File: src/hw/rtl/huffman_code_builder_encoder_core_defines.svh
// assertion macros for the huffman code builder encoder core
// expects clk and rst_n in the scope of each use
`ifndef HUFFMAN_CODE_BUILDER_ENCODER_CORE_DEFINES_SVH
`define HUFFMAN_CODE_BUILDER_ENCODER_CORE_DEFINES_SVH

// condition must hold at every edge out of reset
`define HCB_ASSERT_ALWAYS(lbl, cond) \
  lbl: assert property (@(posedge clk) disable iff (!rst_n) (cond)) \
    else $error("hcb check failed");

// antecedent implies consequent on the next edge
`define HCB_ASSERT_NEXT(lbl, ante, cons) \
  lbl: assert property (@(posedge clk) disable iff (!rst_n) (ante) |=> (cons)) \
    else $error("hcb check failed");

`endif

File: src/hw/rtl/hcb_pkg.sv
// shared types and constants of the huffman code builder encoder
// no dependencies
package hcb_pkg;

  typedef enum logic [1:0] {
    OP_SET    = 2'd0,
    OP_BUILD  = 2'd1,
    OP_ENCODE = 2'd2
  } opcode_t;

  localparam int unsigned ALPHABET_DEF   = 26;
  localparam int unsigned COUNT_BITS_DEF = 24;
  localparam int unsigned CODE_W         = 25;
  localparam int unsigned LEN_W          = 5;
  localparam logic [7:0]  CHAR_A         = 8'h61;
  localparam logic [7:0]  CHAR_Z         = 8'h7a;

  // control for one work list cell
  typedef struct packed {
    logic clear;
    logic insert;
    logic merge;
  } list_ctrl_t;

  // control for one letter cell
  typedef struct packed {
    logic init;
    logic merge;
  } letter_ctrl_t;

endpackage

File: src/hw/rtl/hcb_letter_cell.sv
// one letter cell: subtree root, code word and length built up per merge
// depends on hcb_pkg
module hcb_letter_cell #(
  parameter int unsigned IDX = 0,
  parameter int unsigned NW  = 6,
  parameter int unsigned LW  = 5
) (
  input  logic                        clk,
  input  logic                        rst_n,
  input  hcb_pkg::letter_ctrl_t       ctrl,
  input  logic                        cnt_nz,
  input  logic [NW-1:0]               lnode,
  input  logic [NW-1:0]               rnode,
  input  logic [NW-1:0]               new_id,
  output logic                        present_r,
  output logic [hcb_pkg::CODE_W-1:0]  code_r,
  output logic [LW-1:0]               len_r
);

  logic [NW-1:0]              root_r;
  logic [NW-1:0]              root_nxt;
  logic                       present_nxt;
  logic [hcb_pkg::CODE_W-1:0] code_nxt;
  logic [LW-1:0]              len_nxt;
  logic                       hit_l;
  logic                       hit_r;

  assign hit_l = present_r && (root_r == lnode);
  assign hit_r = present_r && (root_r == rnode);

  always_comb begin
    present_nxt = present_r;
    root_nxt    = root_r;
    code_nxt    = code_r;
    len_nxt     = len_r;
    if (ctrl.init) begin
      present_nxt = cnt_nz;
      root_nxt    = NW'(IDX);
      code_nxt    = '0;
      len_nxt     = '0;
    end else if (ctrl.merge && (hit_l || hit_r)) begin
      root_nxt = new_id;
      len_nxt  = len_r + LW'(1);
      // right branch prepends a one above the bits so far
      for (int b = 0; b < hcb_pkg::CODE_W; b++) begin
        if (hit_r && (int'(len_r) == b)) begin
          code_nxt[b] = 1'b1;
        end
      end
    end
  end

  always_ff @(posedge clk) begin
    if (!rst_n) begin
      present_r <= 1'b0;
    end else begin
      present_r <= present_nxt;
    end
    root_r <= root_nxt;
    code_r <= code_nxt;
    len_r  <= len_nxt;
  end

endmodule

File: config.mk
export PLATFORM = sky130hd
export DESIGN_NAME = hcb_letter_cell
export DESIGN_NICKNAME = d
export VERILOG_FILES = /design/src/hw/rtl/huffman_code_builder_encoder_core_defines.svh /design/src/hw/rtl/hcb_pkg.sv /design/src/hw/rtl/hcb_letter_cell.sv
export SDC_FILE = /design/constraint.sdc
export NUM_CORES = 1
export LEC_CHECK = 0
export ABC_AREA = 1
export ABC_CLOCK_PERIOD_IN_PS = 3600
export CORE_ASPECT_RATIO = 1.1
export CORE_MARGIN = 2
export CORE_UTILIZATION = 30
export DETAILED_ROUTE_END_ITERATION = 16
export DONT_BUFFER_PORTS = 1
export SLEW_MARGIN = 20
export SYNTH_ARGS = -nofsm -noshare
export SYNTH_HDL_FRONTEND = slang
export SYNTH_SLANG_ARGS = --single-unit
File: constraint.sdc
create_clock -name clk -period 3.6 [get_ports clk]
set_input_delay 0.54 -clock clk [delete_from_list [all_inputs] [get_ports clk]]
set_output_delay 0.54 -clock clk [all_outputs]
set_load 0.01 [all_outputs]
==> flow_metrics.py <==
metrics = {
    "routing": {
        "wl_um": 4143,
        "drt_iter0_drc": 65,
        "wl_per_cell_um": 11.84,
        "vias": 1582,
        "route.antenna.remaining_nets": 0,
        "avgViaCountPerCell": 4.520,
        "firstDrtPassIters": 4,
        "drc": 0,
    },
    "floorplanning": {
        "initial_core_util": 0.3146,
        "dieArea_um2": 6770,
        "coreArea_um2": 5842,
        "rows": 29,
        "die_x_um": 78.63,
        "die_h_um": 86.10,
        "top_level_ports": 54,
    },
    "cells_and_area": {
        "nNetsFinal": 300,
        "syn2layout_area_growth_pct": 8.577,
        "n_antenna_cell": 0,
        "ff_latch_area_um2": 740.7,
        "fillers": 636,
        "multi_input_area_um2": 820.8,
        "instances_no_fill": 350,
        "drive_above_1_share": 0.05861,
    },
    "clock_tree": {
        "htree_num_levels": 2,
        "post-cts-setup-buffers": 0,
        "numCtsBuffers": 5,
        "clock_path_buffers": 2,
        "clockRootBuffer": "clkbuf_8",
        "holdBufCountCts": 0,
        "cts_tree": "built",
        "cts_num_sinks": 37,
        "clk_pin_slew_ns": 0.07,
        "ctsResizeCount": 0,
        "clk_latency_ns": 0.29,
    },
    "job": {
        "maxCapViolCount": 0,
    },
    "global_routing": {
        "grt_max_degree": 39,
        "grt_pass1_wl_um": 7141,
        "grt_pass1_vias": 1513,
        "overflow": 0,
        "track_usage": 0.1341,
        "antenna_found_initial": 0,
    },
    "sta": {
        "setup_viol": 0,
        "worstMarginPinSlew_ns": 0.7157,
        "max_freq_mhz": 560.7,
        "period_needed_ns": 1.784,
        "hold_viol": 0,
        "fin_hold_ws_ns": 0.3140,
        "relSlewSlack": 0.5223,
        "setup_tns_ns": 0,
        "drv_slew": 0,
        "rsz0062_at_grt": "false",
        "period_share": 0.4954,
        "setup_ws_ns": 1.816,
        "fin_worst_skew_ns": 0.006174,
    },
    "placed_design": {
        "io_buffer_count": 0,
        "gp_congestion": 0.9021,
        "dpl.cell_count": 342,
        "pre_cts_slack_ns": 1.693,
        "hpwl_um": 3152,
    },
    "synthesis": {
        "yosysSeqAreaShare": 0.4030,
        "synth_cell_type_count": 23,
        "ys_warn_count": 0,
        "postSynthAreaPerCell_um2": 6.684,
        "syn_inst": 275,
        "syn_nets": 303,
        "ys_ff_latch": 37,
        "syn-cell-area_um2": 1838,
    },
    "critical_path": {
        "required_ns": 3.82,
        "critPathLaunchType": "flop",
        "crit_type": "flop to flop",
        "critPathMaxFanout": 21,
        "endpoint_kind": "flop",
        "arrival_ns": 2.00,
    },
    "pwr": {
        "ir_drop_mv": 0.1412,
        "leakage_nw": 0.7410,
        "power_density_nw_per_um2": 399.3,
    },
    "status": {
        "status": "completed",
    },
    "min_path": {
        "hold_path_class": "primary input to flop",
    },
}
flip-flops by register name, summed over array words and instances (netlist names):
register   count
root_r         6
present_r      1
len_r          5
code_r        25
Yosys cell counts, drive strengths merged:
master   n  area (um^2)
inv     57        214.0
nand2   57        219.0
a21oi   38        193.9
dfxtp   37        740.7
nand3   32        165.2
nor2    24        95.09
buf      5        36.28
clkbuf   5        18.77
ha       5        62.56
nand4    5        31.28
o21ai    3        15.01
clkinv   2        7.510
xor2     2        17.52
nor3     1        5.000
o211ai   1        7.510
xnor2    1        8.760
report_power, final:
part / leakage [nW] / switching [W] / internal [W]
clock: 0.0585 / 0.000140 / 0.000226
combinational: 0.384 / 0.0000116 / 0.00000731
sequential: 0.298 / 0.00000183 / 0.000410
total: 0.741 / 0.000154 / 0.000643
worst max-delay path, stage by stage, from the launching register on:
cell     delay [ns]
dfxtp_1        0.36
inv_1          0.10
nand2_1        0.08
nand2_1        0.05
nor2_1         0.10
nand2_1        0.07
nor2_2         0.55
nand4_1        0.23
a21oi_1        0.18
layout make-up:
type / instances / area share
Multi-Input combinational cell: 169 / 0.4113
Inverter: 59 / 0.1110
Clock buffer: 7 / 0.04326
Clock inverter: 1 / 0.01505
Tap cell: 77 / 0.04828
Sequential cell: 37 / 0.3712
stage by stage:
stage | utilization | area, um^2 | power (W)
floorplan | - | 1838 | 0.0004423
global placement | 0.3217 | 1879 | 0.0004401
detailed placement | 0.3217 | 1879 | 0.0004401
CTS | 0.3416 | 1996 | 0.0008081
global route | 0.3416 | 1996 | 0.0008322
finish | 0.3416 | 1996 | 0.0007968
layer usage:
layer | up-vias | wire [um] | global-route usage
met4 | 0 | 98 | 0.05742
met2 | 35 | 1953 | 0.2214
met1 | 695 | 1771 | 0.1498
met3 | 10 | 319 | 0.05895
li1 | 842 | - | -
met5 | - | 0 | 0
cell families (layout without fill, tap and decap cells):
family | after synthesis | count (layout) | share of synthesized area
buffers and inverters | 69 | 67 | 0.1504
DFF | 37 | 37 | 0.4030
and+or+nand+nor | 119 | 119 | 0.2805
adders and majority gates | 5 | 5 | 0.03404
xor gates and xnor gates | 3 | 3 | 0.01430
AOI/OAI and AO/OA | 42 | 42 | 0.1178
layout by cell type, fill, tap and decap left out:
cell       instances
nand2_1           55
inv_1             54
a21oi_1           37
dfxtp_1           37
nand3_1           31
nor2_1            22
clkbuf_8           6
nand4_1            5
ha_1               5
inv_2              3
o21ai_0            3
nand2_2            2
nor2_2             2
clkinv_1           2
xor2_1             2
xnor2_1            1
a21oi_2            1
nand3_2            1
o211ai_1           1
nor3_1             1
clkbuf_1           1
bufinv_16          1
final timing paths:
path,end,start,cells after the start,slack [ns]
setup / recovery,code_r[1]$_SDFFE_PP0P_,root_r[4]$_SDFFE_PP0P_,8,1.82
hold reg to reg,code_r[20]$_SDFFE_PP0P_,code_r[20]$_SDFFE_PP0P_,2,0.49
setup reg to reg,code_r[1]$_SDFFE_PP0P_,root_r[4]$_SDFFE_PP0P_,8,1.82
hold / removal,code_r[5]$_SDFFE_PP0P_,ctrl[1],1,0.31
Power figures use the tool's default switching activity.
