**src/hw/rtl/huffman_code_builder_encoder_core_defines.svh**
```systemverilog
// assertion macros for the huffman code builder encoder core
// expects clk and rst_n in the scope of each use
`ifndef HUFFMAN_CODE_BUILDER_ENCODER_CORE_DEFINES_SVH
`define HUFFMAN_CODE_BUILDER_ENCODER_CORE_DEFINES_SVH

// condition must hold at every edge out of reset
`define HCB_ASSERT_ALWAYS(lbl, cond) \
  lbl: assert property (@(posedge clk) disable iff (!rst_n) (cond)) \
    else $error("hcb check failed");

// antecedent implies consequent on the next edge
`define HCB_ASSERT_NEXT(lbl, ante, cons) \
  lbl: assert property (@(posedge clk) disable iff (!rst_n) (ante) |=> (cons)) \
    else $error("hcb check failed");

`endif

```
**src/hw/rtl/hcb_pkg.sv**
```systemverilog
// shared types and constants of the huffman code builder encoder
// no dependencies
package hcb_pkg;

  typedef enum logic [1:0] {
    OP_SET    = 2'd0,
    OP_BUILD  = 2'd1,
    OP_ENCODE = 2'd2
  } opcode_t;

  localparam int unsigned ALPHABET_DEF   = 26;
  localparam int unsigned COUNT_BITS_DEF = 24;
  localparam int unsigned CODE_W         = 25;
  localparam int unsigned LEN_W          = 5;
  localparam logic [7:0]  CHAR_A         = 8'h61;
  localparam logic [7:0]  CHAR_Z         = 8'h7a;

  // control for one work list cell
  typedef struct packed {
    logic clear;
    logic insert;
    logic merge;
  } list_ctrl_t;

  // control for one letter cell
  typedef struct packed {
    logic init;
    logic merge;
  } letter_ctrl_t;

endpackage

```
**src/hw/rtl/hcb_list_cell.sv**
```systemverilog
// one cell of the sorted work list (smallest weight in cell 0)
// depends on hcb_pkg
module hcb_list_cell #(
  parameter int unsigned WW = 29,
  parameter int unsigned NW = 6
) (
  input  logic                clk,
  input  logic                rst_n,
  input  hcb_pkg::list_ctrl_t ctrl,
  input  logic [WW-1:0]       new_w,
  input  logic [NW-1:0]       new_n,
  input  logic                left_keep,
  input  logic                l_v,
  input  logic [WW-1:0]       l_w,
  input  logic [NW-1:0]       l_n,
  input  logic                r1_v,
  input  logic [WW-1:0]       r1_w,
  input  logic [NW-1:0]       r1_n,
  input  logic                r2_v,
  input  logic [WW-1:0]       r2_w,
  input  logic [NW-1:0]       r2_n,
  output logic                keep,
  output logic                v_r,
  output logic [WW-1:0]       w_r,
  output logic [NW-1:0]       n_r
);

  logic          cand_v;
  logic [WW-1:0] cand_w;
  logic [NW-1:0] cand_n;
  logic          v_nxt;
  logic [WW-1:0] w_nxt;
  logic [NW-1:0] n_nxt;

  // on a merge the list is seen shifted down by two
  assign cand_v = ctrl.merge ? r2_v : v_r;
  assign cand_w = ctrl.merge ? r2_w : w_r;
  assign cand_n = ctrl.merge ? r2_n : n_r;
  assign keep   = cand_v && (cand_w < new_w);

  always_comb begin
    v_nxt = v_r;
    w_nxt = w_r;
    n_nxt = n_r;
    if (ctrl.clear) begin
      v_nxt = 1'b0;
    end else if (ctrl.insert || ctrl.merge) begin
      if (keep) begin
        v_nxt = cand_v;
        w_nxt = cand_w;
        n_nxt = cand_n;
      end else if (left_keep) begin
        v_nxt = 1'b1;
        w_nxt = new_w;
        n_nxt = new_n;
      end else if (ctrl.merge) begin
        v_nxt = r1_v;
        w_nxt = r1_w;
        n_nxt = r1_n;
      end else begin
        v_nxt = l_v;
        w_nxt = l_w;
        n_nxt = l_n;
      end
    end
  end

  always_ff @(posedge clk) begin
    if (!rst_n) begin
      v_r <= 1'b0;
    end else begin
      v_r <= v_nxt;
    end
    w_r <= w_nxt;
    n_r <= n_nxt;
  end

endmodule

```
**config.mk**
```make
export PLATFORM = sky130hd
export DESIGN_NAME = hcb_list_cell
export DESIGN_NICKNAME = d
export VERILOG_FILES = /design/src/hw/rtl/huffman_code_builder_encoder_core_defines.svh /design/src/hw/rtl/hcb_pkg.sv /design/src/hw/rtl/hcb_list_cell.sv
export SDC_FILE = /design/constraint.sdc
export NUM_CORES = 1
export LEC_CHECK = 0
export BUFFER_PORTS_ARGS = -buffer_cell sky130_fd_sc_hd__buf_4
export CORE_MARGIN = 3
export CORE_UTILIZATION = 49
export CTS_BUF_LIST = sky130_fd_sc_hd__clkbuf_4 sky130_fd_sc_hd__clkbuf_8
export DETAILED_ROUTE_END_ITERATION = 10
export PLACE_DENSITY_LB_ADDON = 0.08
export SYNTH_ARGS = -nofsm -noshare
export SYNTH_HDL_FRONTEND = slang
export SYNTH_SLANG_ARGS = --single-unit
```
**constraint.sdc**
```tcl
create_clock -name clk -period 4.3 [get_ports clk]
set_clock_uncertainty 0.15 [all_clocks]
set_input_delay 0.43 -clock clk [delete_from_list [all_inputs] [get_ports clk]]
set_output_delay 0.43 -clock clk [all_outputs]
set_load 0.05 [all_outputs]
```
==> qor.yml <==
synth:
  synth_area_um2: 4030
  synth_fp_nets: 649
  synth-main-ff-cell: "edfxtp_1"
  synth-seq-cells: 36
  synthTopCellsByArea: "edfxtp_1, o211ai_1, mux2i_1"
  yosys_warnings: 0
  yosysTopAreaCell: "edfxtp_1"
  synth_top_area_share_pct: 26.08
  ys_seq_area_share_pct: 26.58
  synth_commonest_cells: "o21ai_0, o211ai_1, nand2_1, mux2i_1, nand3_1"
  synthCells: 472
  synth_edf_count: 35
  post-synth-top-count-cell: "o21ai_0"
  avgSynthCellArea_um2: 8.538
  ys_types: 39
  async_flop_share_pct: 0
die:
  fp.coreArea_um2: 7848
  start_util_pct: 51.36
  die_area_um2: 9349
  die_y_um: 96.69
  row_count: 32
  die_w_um: 96.69
  ios: 186
outcome:
  status: "complete, no violations"
sta:
  final_hold_viol_count: 0
  rsz0062_at_grt: "false"
  slew_violations: 0
  maxClockFrequency_ghz: 0.2634
  fin_tns_setup_ns: 0
  tightestPinTransition_ns: 0.7961
  timing.final.crit_period_ns: 3.796
  setup_viol: 0
  setup_ws_ns: 0.5036
  fin_crit_sh_pct: 88.29
  maxSlewHeadroom_pct: 46.61
critical_path:
  cpPeakStageDelay_ns: 0.53
  critPathMaxFanout: 33
  path_buf_inv: 3
  critPathLaunch: "ctrl[0]"
  critical_path.most_common_cell: "buf_4"
  worstReg2RegStart: "w_r[12]"
  critPathCaptureType: "output port"
  crit_required_ns: 3.72
  cp_top_family: "compound AO/OA/AOI/OAI gates"
  path_cells: "buf_4 > buf_12 > mux2_2 > ha_1 > a21oi_1 > o21ai_0 > a211oi_1 > a21oi_4 > nor2_1 > buf_4"
  critPathKind: "input pin to output port"
  cpMaxStageDelayCell: "a211oi_1"
  crit_arrival_ns: 3.22
  critPathLaunchType: "input pin"
power:
  pwr-share-comb_pct: 47.7
  p_clk_share_pct: 18.8
  ir_drop_mv: 0.1346
  p_int_w: 0.0008248
  switching_share_pct: 38.85
  p_switching_w: 0.0005239
  seq_power_share_pct: 33.5
  finalPower_w: 0.001349
  p_leak_nw: 2.487
  power.density_nw_per_um2: 242.1
placement:
  gp_congestion: 0.8324
  placed_cells: 731
  dp_hpwl_mm: 9.774
  portBuffers: 185
  dpl_cell_area_um2: 5484
  pre_cts_slack_ns: 0.5017
clock_tree:
  post-cts-setup-buffers: 0
  cts.path.max_buffers: 2
  cts_root_buffer: "clkbuf_8"
  cts_hold_buf: 0
  clk_latency_ns: 0.29
  cts_max_level: 2
  path_clk_slew_ns: 0.08
  cts_tree: "done"
  cts_inserted_buffers: 5
  cts-resized-gates: 0
  numClockSinks: 36
run:
  cap_violations: 0
drt:
  avgViaCountPerCell: 6.089
  route.vias.total: 4500
  wl_per_cell_um: 17.86
  dr.first_iter.drc_count: 218
  routed_wl_mm: 13.20
  drtPass1Iterations: 5
  post-route-drc-count: 0
  ant_nets: 0
global_route:
  grt_max_degree: 72
  grt_overflow_total: 0
  antenna_found_initial: 0
  grt_pass1_wl_mm: 21.63
  grt_pass1_vias: 4574
  grt_usage_pct: 27.37
layout:
  num_antenna_cells: 0
  stdcell_count: 739
  fin_nets: 813
  drive_gt1_share_pct: 38.15
  area_growth_pct: 38.25
  fin_area_um2: 5572
worst_hold_path:
  min_from: "rst_n"
  hold_class: "input pin to flip-flop"
final timing paths:
| kind | to | slack [ns] | depth (start not counted) |
|---|---|---|---|
| worst max register to register | w_r[18] | 1.11 | 8 |
| worst min register to register | v_r | 0.60 | 2 |
| worst min-delay path | v_r | 0.27 | 3 |
| worst max-delay path | keep | 0.50 | 10 |
per-stage QoR:
stage,hold WS [ns],utilization [%]
CTS,0.2689,71.00
floorplan,0.4383,-
finish,0.2705,71.00
global route,0.2829,71.00
global placement,0.5647,69.88
detailed placement,0.5800,69.88
cell families (layout without fill, tap and decap cells):
| family | after synthesis | count (layout) | share of synthesized area [%] |
|---|---|---|---|
| adder cells (fa/ha/maj) | 28 | 28 | 8.693 |
| AO/OA/AOI/OAI | 173 | 173 | 28.07 |
| multiplexers | 65 | 65 | 17.01 |
| flip-flops | 36 | 36 | 26.58 |
| buffers and inverters | 72 | 237 | 8.258 |
| AND/OR/NAND/NOR | 98 | 98 | 11.39 |
area by class of cell:
class,instances,area [um^2]
tap,102,127.6
inverter,30,112.6
sequential,36,1071
clock buffer,7,83.83
fill,662,2276
timing repair buffer,199,1506
clock inverter,1,3.754
multi-input combinational,364,2666
cells in the final DEF (no fill, tap or decap), drive strengths merged, types with 2 or more instances in the layout:
cell type / count
a211o: 2
a211oi: 3
a21o: 2
a21oi: 14
buf: 199
clkbuf: 7
edfxtp: 35
ha: 28
inv: 30
mux2: 28
mux2i: 37
nand2: 41
nand3: 36
nand4: 5
nor2: 9
nor3: 2
nor4: 2
o211ai: 68
o21ai: 73
per-layer routing:
metal  vias to the layer above  global-route usage, %  routed length, um
met1                      2077                  33.48               5095
met4                         0                  8.531                262
met3                        33                  6.705               1220
li1                       2127                      -                  -
met2                       263                  47.29               6622
met5                         -                      0                  0
tightest hold or removal path, stage by stage:
cell	delay [ns]
buf_4	0.10
o311ai_0	0.08
a211oi_1	0.05
registers in the layout, indices dropped and copies added (netlist names):
| name | cells |
|---|---|
| v_r | 1 |
| n_r | 6 |
| w_r | 29 |
power groups by stage:
| stage | clock (W) | combinational (W) | sequential [W] |
|---|---|---|---|
| CTS | 0.000251 | 0.000642 | 0.000452 |
| global placement | 0 | 0.000621 | 0.000458 |
| finish | 0.000254 | 0.000644 | 0.000451 |
| global route | 0.000264 | 0.000699 | 0.000455 |
| detailed placement | 0 | 0.000640 | 0.000459 |
| floorplan | 0 | 0.000288 | 0.000567 |
(Power assumes the default switching activity.)
